===== src/rtl/dmsel_pkg.sv =====
`default_nettype none

package dmsel_pkg;

  localparam int COUNTER_BITS  = 16;
  localparam int CNT_OUT_W     = 16;
  localparam int MODE_W        = 3;
  localparam int SW_W          = 2;
  localparam int CAUSE_W       = 3;
  localparam int FILT_W        = 8;
  localparam int IN_DATA_W     = 8;
  localparam int OUT_DATA_W    = 64;

  localparam logic [FILT_W-1:0] FILTER_COUNT_RESET = FILT_W'(10);

  typedef logic [MODE_W-1:0]  mode_t;
  typedef logic [CAUSE_W-1:0] cause_t;

  localparam mode_t MODE_STOP           = MODE_W'(0);
  localparam mode_t MODE_FOLLOW         = MODE_W'(1);
  localparam mode_t MODE_SPIN           = MODE_W'(2);
  localparam mode_t MODE_SPIN_TRANSLATE = MODE_W'(3);
  localparam mode_t MODE_MANUAL         = MODE_W'(4);

  localparam logic [SW_W-1:0] SW_UP     = SW_W'(0);
  localparam logic [SW_W-1:0] SW_MIDDLE = SW_W'(1);
  localparam logic [SW_W-1:0] SW_DOWN   = SW_W'(2);

  localparam logic OP_TICK    = 1'b0;
  localparam logic OP_REQUEST = 1'b1;

  localparam cause_t CAUSE_NONE    = CAUSE_W'(0);
  localparam cause_t CAUSE_OFFLINE = CAUSE_W'(1);
  localparam cause_t CAUSE_SWITCH  = CAUSE_W'(2);

  typedef struct packed {
    logic             opcode;
    logic             offline;
    logic [SW_W-1:0]  switch_left;
    logic [SW_W-1:0]  switch_right;
    cause_t           request_cause;
  } item_t;

  typedef struct packed {
    mode_t                   active;
    mode_t                   confirmed;
    mode_t                   candidate;
    logic [FILT_W-1:0]       repeat_cnt;
    logic [COUNTER_BITS-1:0] changes;
    logic [COUNTER_BITS-1:0] rejects;
    cause_t                  cause;
    logic                    online;
  } sel_state_t;

endpackage

`default_nettype wire


===== src/rtl/dmsel_next.sv =====
`default_nettype none

module dmsel_next (
  input  var dmsel_pkg::sel_state_t            st,
  input  var dmsel_pkg::item_t                 item,
  input  var logic [dmsel_pkg::FILT_W-1:0]     filter_count,
  output var dmsel_pkg::sel_state_t            st_next,
  output var logic [dmsel_pkg::OUT_DATA_W-1:0] result
);
  import dmsel_pkg::*;

  mode_t             raw;
  logic [FILT_W:0]   rep_inc;
  logic              is_stopped;

  function automatic mode_t decode_raw(input logic [SW_W-1:0] left,
                                       input logic [SW_W-1:0] right);
    mode_t m;
    m = MODE_MANUAL;
    if (left == SW_DOWN && right == SW_DOWN) begin
      m = MODE_STOP;
    end else if (left == SW_MIDDLE) begin
      m = (right == SW_UP) ? MODE_SPIN : MODE_FOLLOW;
    end else if (left == SW_UP) begin
      m = (right == SW_MIDDLE) ? MODE_SPIN_TRANSLATE : MODE_MANUAL;
    end
    return m;
  endfunction

  assign raw        = decode_raw(item.switch_left, item.switch_right);
  assign rep_inc    = {1'b0, st.repeat_cnt} + (FILT_W+1)'(1);
  assign is_stopped = (st.active == MODE_STOP);

  always_comb begin
    st_next = st;
    priority if (item.opcode == OP_REQUEST) begin
      if (!is_stopped) begin
        st_next.active  = MODE_STOP;
        st_next.cause   = item.request_cause;
        st_next.changes = st.changes + COUNTER_BITS'(1);
      end
    end else if (item.offline) begin
      // Offline forces stop but leaves the debounce filter alone.
      st_next.online = 1'b0;
      if (!is_stopped) begin
        st_next.active  = MODE_STOP;
        st_next.cause   = CAUSE_OFFLINE;
        st_next.changes = st.changes + COUNTER_BITS'(1);
      end
    end else if (raw == MODE_STOP) begin
      st_next.online = 1'b1;
      if (!is_stopped) begin
        st_next.active     = MODE_STOP;
        st_next.confirmed  = MODE_STOP;
        st_next.candidate  = MODE_STOP;
        st_next.cause      = CAUSE_SWITCH;
        st_next.repeat_cnt = '0;
        st_next.changes    = st.changes + COUNTER_BITS'(1);
      end
    end else if (raw == st.candidate) begin
      st_next.online     = 1'b1;
      st_next.repeat_cnt = rep_inc[FILT_W-1:0];
      if (rep_inc >= {1'b0, filter_count}) begin
        st_next.repeat_cnt = filter_count;
        // A latched stop is released only by a newly confirmed mode.
        if (st.candidate != st.confirmed) begin
          st_next.confirmed = st.candidate;
          st_next.active    = st.candidate;
          st_next.changes   = st.changes + COUNTER_BITS'(1);
        end
      end
    end else begin
      st_next.online     = 1'b1;
      st_next.candidate  = raw;
      st_next.repeat_cnt = FILT_W'(1);
      st_next.rejects    = st.rejects + COUNTER_BITS'(1);
    end
  end

  always_comb begin
    result        = '0;
    result[0]     = (st_next.active == MODE_STOP);
    result[1]     = (st_next.active == MODE_FOLLOW);
    result[2]     = (st_next.active == MODE_SPIN) ||
                    (st_next.active == MODE_SPIN_TRANSLATE);
    result[3]     = (st_next.active == MODE_MANUAL) ||
                    (st_next.active == MODE_SPIN_TRANSLATE);
    result[6:4]   = st_next.active;
    result[9:7]   = st_next.confirmed;
    result[12:10] = st_next.candidate;
    result[20:13] = st_next.repeat_cnt;
    result[36:21] = CNT_OUT_W'(st_next.changes);
    result[52:37] = CNT_OUT_W'(st_next.rejects);
    result[55:53] = st_next.cause;
    result[56]    = st_next.online;
  end

endmodule

`default_nettype wire


===== src/rtl/debounced_drive_mode_selector_core.sv =====
`default_nettype none

// Channel   Direction  Fields (lowest bit first)
// s_*       in         tuser: opcode; tdata: remote_offline, switch_left,
//                      switch_right, request_cause
// m_*       out        tdata: one result word per accepted word
// cfg_*     in         cfg_data: filter_count
//
// An accepted word is held in an input register and its result is written to the
// output register on the next edge at which that register is free; while the
// output is not stalled, one word can be taken every cycle.
// The mode state updates at the same edge as the output register, so back-to-back
// words see each other's effects. A stalled output holds the input register,
// which then lowers s_tready. Reset clears the mode state, counters and both
// valid flags, and loads filter_count with 10. cfg_ready is always high.

module debounced_drive_mode_selector_core (
  input  var logic                            clk,
  input  var logic                            rst,
  input  var logic                            s_tvalid,
  output var logic                            s_tready,
  input  var logic [dmsel_pkg::IN_DATA_W-1:0] s_tdata,   // offline, left, right, cause
  input  var logic                            s_tuser,   // opcode
  output var logic                            m_tvalid,
  input  var logic                            m_tready,
  // flag_stop, flag_follow, flag_rotating, flag_universal, active_mode,
  // confirmed_mode, candidate_mode, repeat_count, changes_total, rejects_total,
  // stop_cause, online flag, zero fill
  output var logic [dmsel_pkg::OUT_DATA_W-1:0] m_tdata,
  input  var logic                            cfg_valid,
  output var logic                            cfg_ready,
  input  var logic [dmsel_pkg::FILT_W-1:0]    cfg_data
);
  import dmsel_pkg::*;

  logic                  pend_valid;
  item_t                 pend_item;
  sel_state_t            st;
  sel_state_t            st_next;
  logic [FILT_W-1:0]     filter_count;
  logic [OUT_DATA_W-1:0] result;
  logic                  advance;

  assign advance   = pend_valid && (!m_tvalid || m_tready);
  assign s_tready  = !pend_valid || advance;
  assign cfg_ready = 1'b1;

  always_ff @(posedge clk) begin
    if (rst) begin
      filter_count <= FILTER_COUNT_RESET;
    end else if (cfg_valid) begin
      filter_count <= cfg_data;
    end
  end

  always_ff @(posedge clk) begin
    if (rst) begin
      pend_valid <= 1'b0;
    end else if (s_tready) begin
      pend_valid <= s_tvalid;
    end
  end

  always_ff @(posedge clk) begin
    if (s_tvalid && s_tready) begin
      pend_item.opcode        <= s_tuser;
      pend_item.offline       <= s_tdata[0];
      pend_item.switch_left   <= s_tdata[2:1];
      pend_item.switch_right  <= s_tdata[4:3];
      pend_item.request_cause <= s_tdata[7:5];
    end
  end

  dmsel_next u_next (
    .st           (st),
    .item         (pend_item),
    .filter_count (filter_count),
    .st_next      (st_next),
    .result       (result)
  );

  always_ff @(posedge clk) begin
    if (rst) begin
      st.active     <= MODE_STOP;
      st.confirmed  <= MODE_STOP;
      st.candidate  <= MODE_STOP;
      st.repeat_cnt <= '0;
      st.changes    <= '0;
      st.rejects    <= '0;
      st.cause      <= CAUSE_NONE;
      st.online     <= 1'b0;
    end else if (advance) begin
      st <= st_next;
    end
  end

  always_ff @(posedge clk) begin
    if (rst) begin
      m_tvalid <= 1'b0;
    end else if (advance) begin
      m_tvalid <= 1'b1;
    end else if (m_tready) begin
      m_tvalid <= 1'b0;
    end
  end

  always_ff @(posedge clk) begin
    if (advance) begin
      m_tdata <= result;
    end
  end

  // The active mode is either stop or the confirmed mode.
  a_active_mode: assert property (@(posedge clk) disable iff (rst)
    (st.active == MODE_STOP) || (st.active == st.confirmed))
    else $error("active mode differs from confirmed mode while not stopped");

  // A nonzero repeat count always belongs to a normal candidate.
  a_candidate: assert property (@(posedge clk) disable iff (rst)
    (st.repeat_cnt != '0) |-> (st.candidate != MODE_STOP))
    else $error("repeat count running on a stop candidate");

  // The mode state changes only when a word moves to the output register.
  a_state_hold: assert property (@(posedge clk) disable iff (rst)
    ($past(!rst) && !$past(advance)) |-> (st == $past(st)))
    else $error("mode state changed without a word being processed");

endmodule

`default_nettype wire

===== config.mk =====
export PLATFORM = sky130hd
export DESIGN_NAME = debounced_drive_mode_selector_core
export DESIGN_NICKNAME = d
export VERILOG_FILES = /design/src/rtl/dmsel_pkg.sv /design/src/rtl/dmsel_next.sv /design/src/rtl/debounced_drive_mode_selector_core.sv
export SDC_FILE = /design/constraint.sdc
export NUM_CORES = 1
export LEC_CHECK = 0
export BUFFER_PORTS_ARGS = -buffer_cell sky130_fd_sc_hd__buf_2
export CAP_MARGIN = 30
export CORE_ASPECT_RATIO = 2
export CORE_MARGIN = 2
export CORE_UTILIZATION = 35
export CTS_BUF_LIST = sky130_fd_sc_hd__clkbuf_8
export CTS_CLUSTER_DIAMETER = 100
export CTS_CLUSTER_SIZE = 40
export DETAILED_ROUTE_END_ITERATION = 6
export SYNTH_ARGS = -nofsm -noshare
export SYNTH_HDL_FRONTEND = slang
export SYNTH_SLANG_ARGS = --single-unit

===== constraint.sdc =====
create_clock -name clk -period 6.85 [get_ports clk]
set_clock_uncertainty 0.2 [all_clocks]
set_input_delay 0.3425 -clock clk [delete_from_list [all_inputs] [get_ports clk]]
set_output_delay 0.3425 -clock clk [all_outputs]
set_load 0.01 [all_outputs]

==> impl_metrics.json, run 1 <==
{
  "gp_congestion": 0.865,
  "period_share_pct": 57.9,
  "synth.distinct_cells": 58,
  "initial_utilization_pct": 35.4,
  "cts_hold_buf": 18,
  "crit_required_ps": 6830,
  "finalSetupViolCount": 0,
  "drt_iter0_drc": 255,
  "synth_seq_cells": 129,
  "drc_errors": 0,
  "final_core_util_pct": 41.4,
  "wl_per_cell_um": 14.7,
  "num_io_pins": 89,
  "drv_cap": 0,
  "crit_type": "flop to flop",
  "via_count": 4876,
  "worstSetupStartpointType": "flop",
  "dr.pass1.iters": 5,
  "critPathCaptureType": "flop",
  "worstMarginPinSlew_ps": 979,
  "syn-cell-area_mm2": 0.00623,
  "power.leakage_nw": 2.79,
  "path_clk_slew_ps": 70,
  "finalPower_w": 0.00161,
  "max_freq_mhz": 252,
  "nets": 757,
  "holdWs_ps": 40.1,
  "numPortBuffers": 80,
  "clock_sinks": 129,
  "root_buffer": "clkbuf_8",
  "totalWireLength_um": 13900,
  "grt_overflow_total": 0,
  "grt_start_max_net_pins": 83,
  "die_h_um": 193,
  "yosys_most_used_dff": "edfxtp_1",
  "row_count": 69,
  "antenna_found_initial": 0,
  "syn2layout_area_growth_pct": 17.2,
  "async_reset_ff_share_pct": 0,
  "min_period_ps": 3970,
  "cp_max_fo": 16,
  "ir_worst_vdd_v": 0.000138,
  "drv_slew": 0,
  "syn_avg_cell_area_um2": 9.79,
  "grt_first_pass_wirelength_um": 22800,
  "cts_max_path_buffers": 2,
  "post_cts_buffers": 0,
  "rsz0062_at_grt": "no",
  "synthCells": 636,
  "finalSetupTns_ps": 0,
  "synth-edff-count": 66,
  "die-width_um": 98.3,
  "yosys_warnings": 0,
  "die-area_mm2": 0.0189,
  "finalHoldViolCount": 0,
  "power_density_mw_per_mm2": 220,
  "drive_gt1_share_pct": 16.8,
  "cts_tree": "built",
  "hp-class": "primary input to flop",
  "grt_pass1_vias": 4620,
  "nFillCells": 1768,
  "via_per_inst": 5.13,
  "status": "completed",
  "htree_levels": 4,
  "antenna_left": 0,
  "clkLatencyLatePin_ps": 430,
  "seq_area_frac_synth_pct": 52.1,
  "coreArea_mm2": 0.0176,
  "track_usage_pct": 14.9,
  "cts_buffers": 17,
  "relSlewSlack_pct": 34.7,
  "arrival_ps": 3950,
  "place_hpwl_um": 9240,
  "diodes": 0,
  "cts.repair.resized": 0
}
kinds of logic (layout without fill, tap and decap cells):
family                     count (synthesis)  after routing  synth area share, %
and+or+nand+nor                          244            244                 19.0
DFF                                      129            129                 52.1
buffers and inverters                     60            155                 4.44
other                                      2              8                0.121
xor gates and xnor gates                  52             52                 7.32
adders and majority gates                 11             11                 2.21
muxes                                     16             16                 2.73
AOI/OAI and AO/OA                        122            122                 12.1
flip-flops by register name (all words and copies together), names as in the netlist:
register      flops
filter_count      8
m_tdata          57
m_tvalid          1
pend_item         9
pend_valid        1
st               53
layout by cell type, fill, tap and decap left out, types with 3 or more instances in the layout:
cell / instances
a211oi_1: 4
a21oi_1: 47
and2_1: 6
and3_1: 15
and4_1: 4
buf_2: 80
buf_4: 7
clkbuf_8: 19
clkinv_2: 4
conb_1: 8
dfxtp_1: 63
dlygate4sd3_1: 18
edfxtp_1: 66
ha_1: 11
inv_1: 22
mux2_2: 3
mux2i_1: 11
nand2_1: 69
nand2b_1: 3
nand3_1: 24
nand4_1: 7
nor2_1: 70
nor2b_1: 5
nor3_1: 11
o211ai_1: 4
o21a_1: 11
o21ai_0: 26
o31ai_1: 9
or3_1: 12
or4_1: 7
xnor2_1: 31
xor2_1: 21
layout make-up:
type	instances	area [µm²]	area share [%]
repair buffers	106	648	8.88
flip-flops and latches	129	3240	44.4
clock buffers	19	262	3.58
well taps	213	267	3.65
multi-input cells	453	2730	37.4
clock inverters	13	86.3	1.18
inverters	17	65.1	0.891
cell usage after synthesis, drive strengths merged (2+ instances only):
master   instances  share of area (%)
nor2            70                4.2
nand2           69                4.2
edfxtp          66                 32
dfxtp           63                 20
a21oi           47                3.8
xnor2           31                4.4
o21ai           28                2.3
nand3           24                1.9
clkbuf          22                1.3
buf             21                2.1
xor2            21                3.0
inv             17                1.0
and3            15                1.5
nor3            12                1.1
or3             12                1.2
ha              11                2.2
mux2i           11                1.8
o21a            11                1.3
o31ai           10                1.3
and2             7               0.74
nand4            7               0.70
or4              7               0.84
mux2             5               0.96
nor2b            5               0.50
a211oi           4               0.48
and4             4               0.56
o211ai           4               0.48
nand2b           3               0.30
a2111oi          2               0.28
a211o            2               0.28
a221oi           2               0.28
conb             2               0.12
nand3b           2               0.24
nor3b            2               0.24
nor4             2               0.20
o41ai            2               0.28
through the flow:
| stage | setup WS [ps] | cell area (µm²) | instances |
|---|---|---|---|
| floorplan | 3200 | 6250 | 642 |
| global placement | 2900 | 6760 | 899 |
| detailed placement | 2790 | 6760 | 899 |
| CTS | 2750 | 7280 | 949 |
| global route | 2660 | 7300 | 950 |
| finish | 2880 | 7300 | 950 |
final timing paths:
| check | to | from | slack (ps) | cells after the start |
|---|---|---|---|---|
| worst max-delay path | m_tdata[3] | st[36] | 2880 | 11 |
| worst min-delay path | m_tvalid | m_tready | 40 | 4 |
| worst max register to register | m_tdata[3] | st[36] | 2880 | 11 |
| worst min register to register | st[2] | st[2] | 260 | 2 |
critical path, stage by stage, from the launching register on:
cell	delay, ps
dfxtp_1	480
ha_1	280
nand2_1	80
xnor2_1	140
ha_1	310
o21a_1	120
o21ai_1	70
or4_1	660
and2_4	290
nor3_4	420
mux2_4	370
mux2_2	270
power by group:
part	switching [W]	internal [W]
combinational	0.000105	0.0000613
clock	0.000285	0.000295
sequential	0.0000198	0.000842
metal layers:
layer | GRT usage, % | vias to the layer above | part of all wire, %
met5 | 0 | - | 0
met1 | 19.3 | 2296 | 46
met3 | 3.22 | 23 | 4.6
li1 | - | 2419 | -
met2 | 23.7 | 138 | 47
met4 | 6.74 | 0 | 2.4
(Power assumes the default switching activity.)
==> run 2: changes to the inputs <==
Clock period 6.85 ns to 3.83 ns, I/O delays scaled along.
==> impl_metrics.json, run 2 (synthesized netlist as in run 1, its figures left out) <==
{
  "status": "completed",
  "largest_registers": "m_tdata: 57 flops, st: 53 flops, pend_item: 9 flops",
  "largest_register_ffs": 57,
  "num_io_pins": 89,
  "mostFrequentLayoutCells": "buf_2 (80), nor2_1 (70), nand2_1 (69)",
  "met3_usage_pct": 3.73,
  "cts_buffers": 17,
  "antenna_found_initial": 0,
  "path_clk_slew_ps": 70,
  "via_per_inst": 5.06,
  "drv_cap": 0,
  "coreArea_mm2": 0.0176,
  "dr.pass1.iters": 5,
  "cp_slowest_cell": "or4_1",
  "holdWs_ps": 119,
  "finalSetupTns_ps": 0,
  "cp_max_fo": 17,
  "die_h_um": 193,
  "initial_utilization_pct": 35.4,
  "power_density_mw_per_mm2": 388,
  "nets": 775,
  "rsz0062_at_grt": "no",
  "wl_per_cell_um": 14.6,
  "largest-register": "m_tdata",
  "drv_slew": 0,
  "gp_congestion": 0.879,
  "diodes": 0,
  "fin_ws_ps": 228,
  "period_share_pct": 94.1,
  "cts_max_path_buffers": 2,
  "post-place-ws_ps": 148,
  "hp-class": "primary input to flop",
  "post_cts_buffers": 0,
  "path_buf_inv": 1,
  "grt_overflow_total": 0,
  "track_usage_pct": 15.0,
  "crit_required_ps": 3980,
  "numPortBuffers": 80,
  "multiInputGateArea_mm2": 0.00274,
  "mostFrequentLayoutCell": "buf_2",
  "finalHoldViolCount": 0,
  "ir_worst_vdd_v": 0.000185,
  "critPathCaptureType": "flop",
  "min_period_ps": 3600,
  "die-width_um": 98.3,
  "critical_path.top_delay_family": "simple AND/OR/NAND/NOR gates",
  "antenna_left": 0,
  "via_count": 4892,
  "worstMarginPinSlew_ps": 776,
  "row_count": 69,
  "clock_sinks": 129,
  "grt_pass1_vias": 4592,
  "drt_iter0_drc": 270,
  "grt_first_pass_wirelength_um": 22900,
  "regArea_mm2": 0.00324,
  "use_met1_pct": 19.4,
  "drive_gt1_share_pct": 17.4,
  "htree_levels": 4,
  "relSlewSlack_pct": 48.2,
  "arrival_ps": 3760,
  "syn2layout_area_growth_pct": 20.2,
  "max_freq_mhz": 278,
  "place_hpwl_um": 9270,
  "grt-busiest-layer": "met2",
  "totalWireLength_um": 14100,
  "grt_start_max_net_pins": 69,
  "root_buffer": "clkbuf_8",
  "nFillCells": 1706,
  "cpPeakStageDelay_ps": 530,
  "crit_chain": "and4_1 -> nand2_1 -> xnor2_1 -> ha_1 -> o21a_1 -> o21ai_1 -> or4_1 -> and2_4 -> o31a_4 -> buf_4 -> or3_1 -> a21oi_1",
  "crit_type": "flop to flop",
  "drc_errors": 0,
  "die-area_mm2": 0.0189,
  "power.leakage_nw": 2.86,
  "clkLatencyLatePin_ps": 430,
  "grtUsageMet2_pct": 24.3,
  "finalSetupViolCount": 0,
  "cts_tree": "built",
  "worstSetupStartpointType": "flop"
}
run 2: changes by cell type in the layout (fill, tap and decap cells not counted):
cell	delta
buf_8	-1
o31a_1	-1
dlygate4sd3_1	+12
clkinv_1	+1
clkbuf_8	+1
clkinv_2	-1
buf_4	+6
buf_12	+1
o31a_4	+1
inv_1	-2
run 2: per-layer routing:
metal  part of all wire [%]  vias to the layer above
met5                      0                        -
met1                     46                     2303
met3                    5.2                       12
met4                    1.2                        0
li1                       -                     2449
met2                     48                      128
run 2: area by class of cell:
type / count / area share [%]
Inverter: 17 / 0.869
Clock buffer: 20 / 3.68
Timing Repair Buffer: 124 / 10.9
Tap cell: 213 / 3.56
Clock inverter: 11 / 1.04
Sequential cell: 129 / 43.3
Multi-Input combinational cell: 453 / 36.6
run 2: timing repair:
item                                    in CTS  in global routing
gates resized for setup                      0                  2
endpoints found under the setup margin       0                  7
hold buffers                                30                  0
endpoints found under the hold margin       19                  0
run 2: path summary, 6_finish.rpt:
kind / start / endpoint / slack, ps / cells past startpoint
worst min-delay path: rst / pend_valid / 120 / 2
worst min register to register: st[0] / st[0] / 250 / 2
worst max-delay path: st[38] / st[23] / 230 / 12
worst max register to register: st[38] / st[23] / 230 / 12
run 2: through the flow:
stage	power, W	area [µm²]	std cells	util [%]
final	0.00291	7480	967	42.5
after global routing	0.00304	7480	967	42.5
after CTS	0.00294	7470	967	42.4
after detailed placement	0.00186	6820	906	38.7
after global placement	0.00186	6820	906	38.7
after floorplan	0.00177	6250	642	-
run 2: power breakdown:
part | total, W | internal (W) | switching [W]
clock | 0.00104 | 0.000545 | 0.000500
combinational | 0.000322 | 0.000127 | 0.000195
sequential | 0.00154 | 0.00150 | 0.0000337
total | 0.00291 | 0.00218 | 0.000730
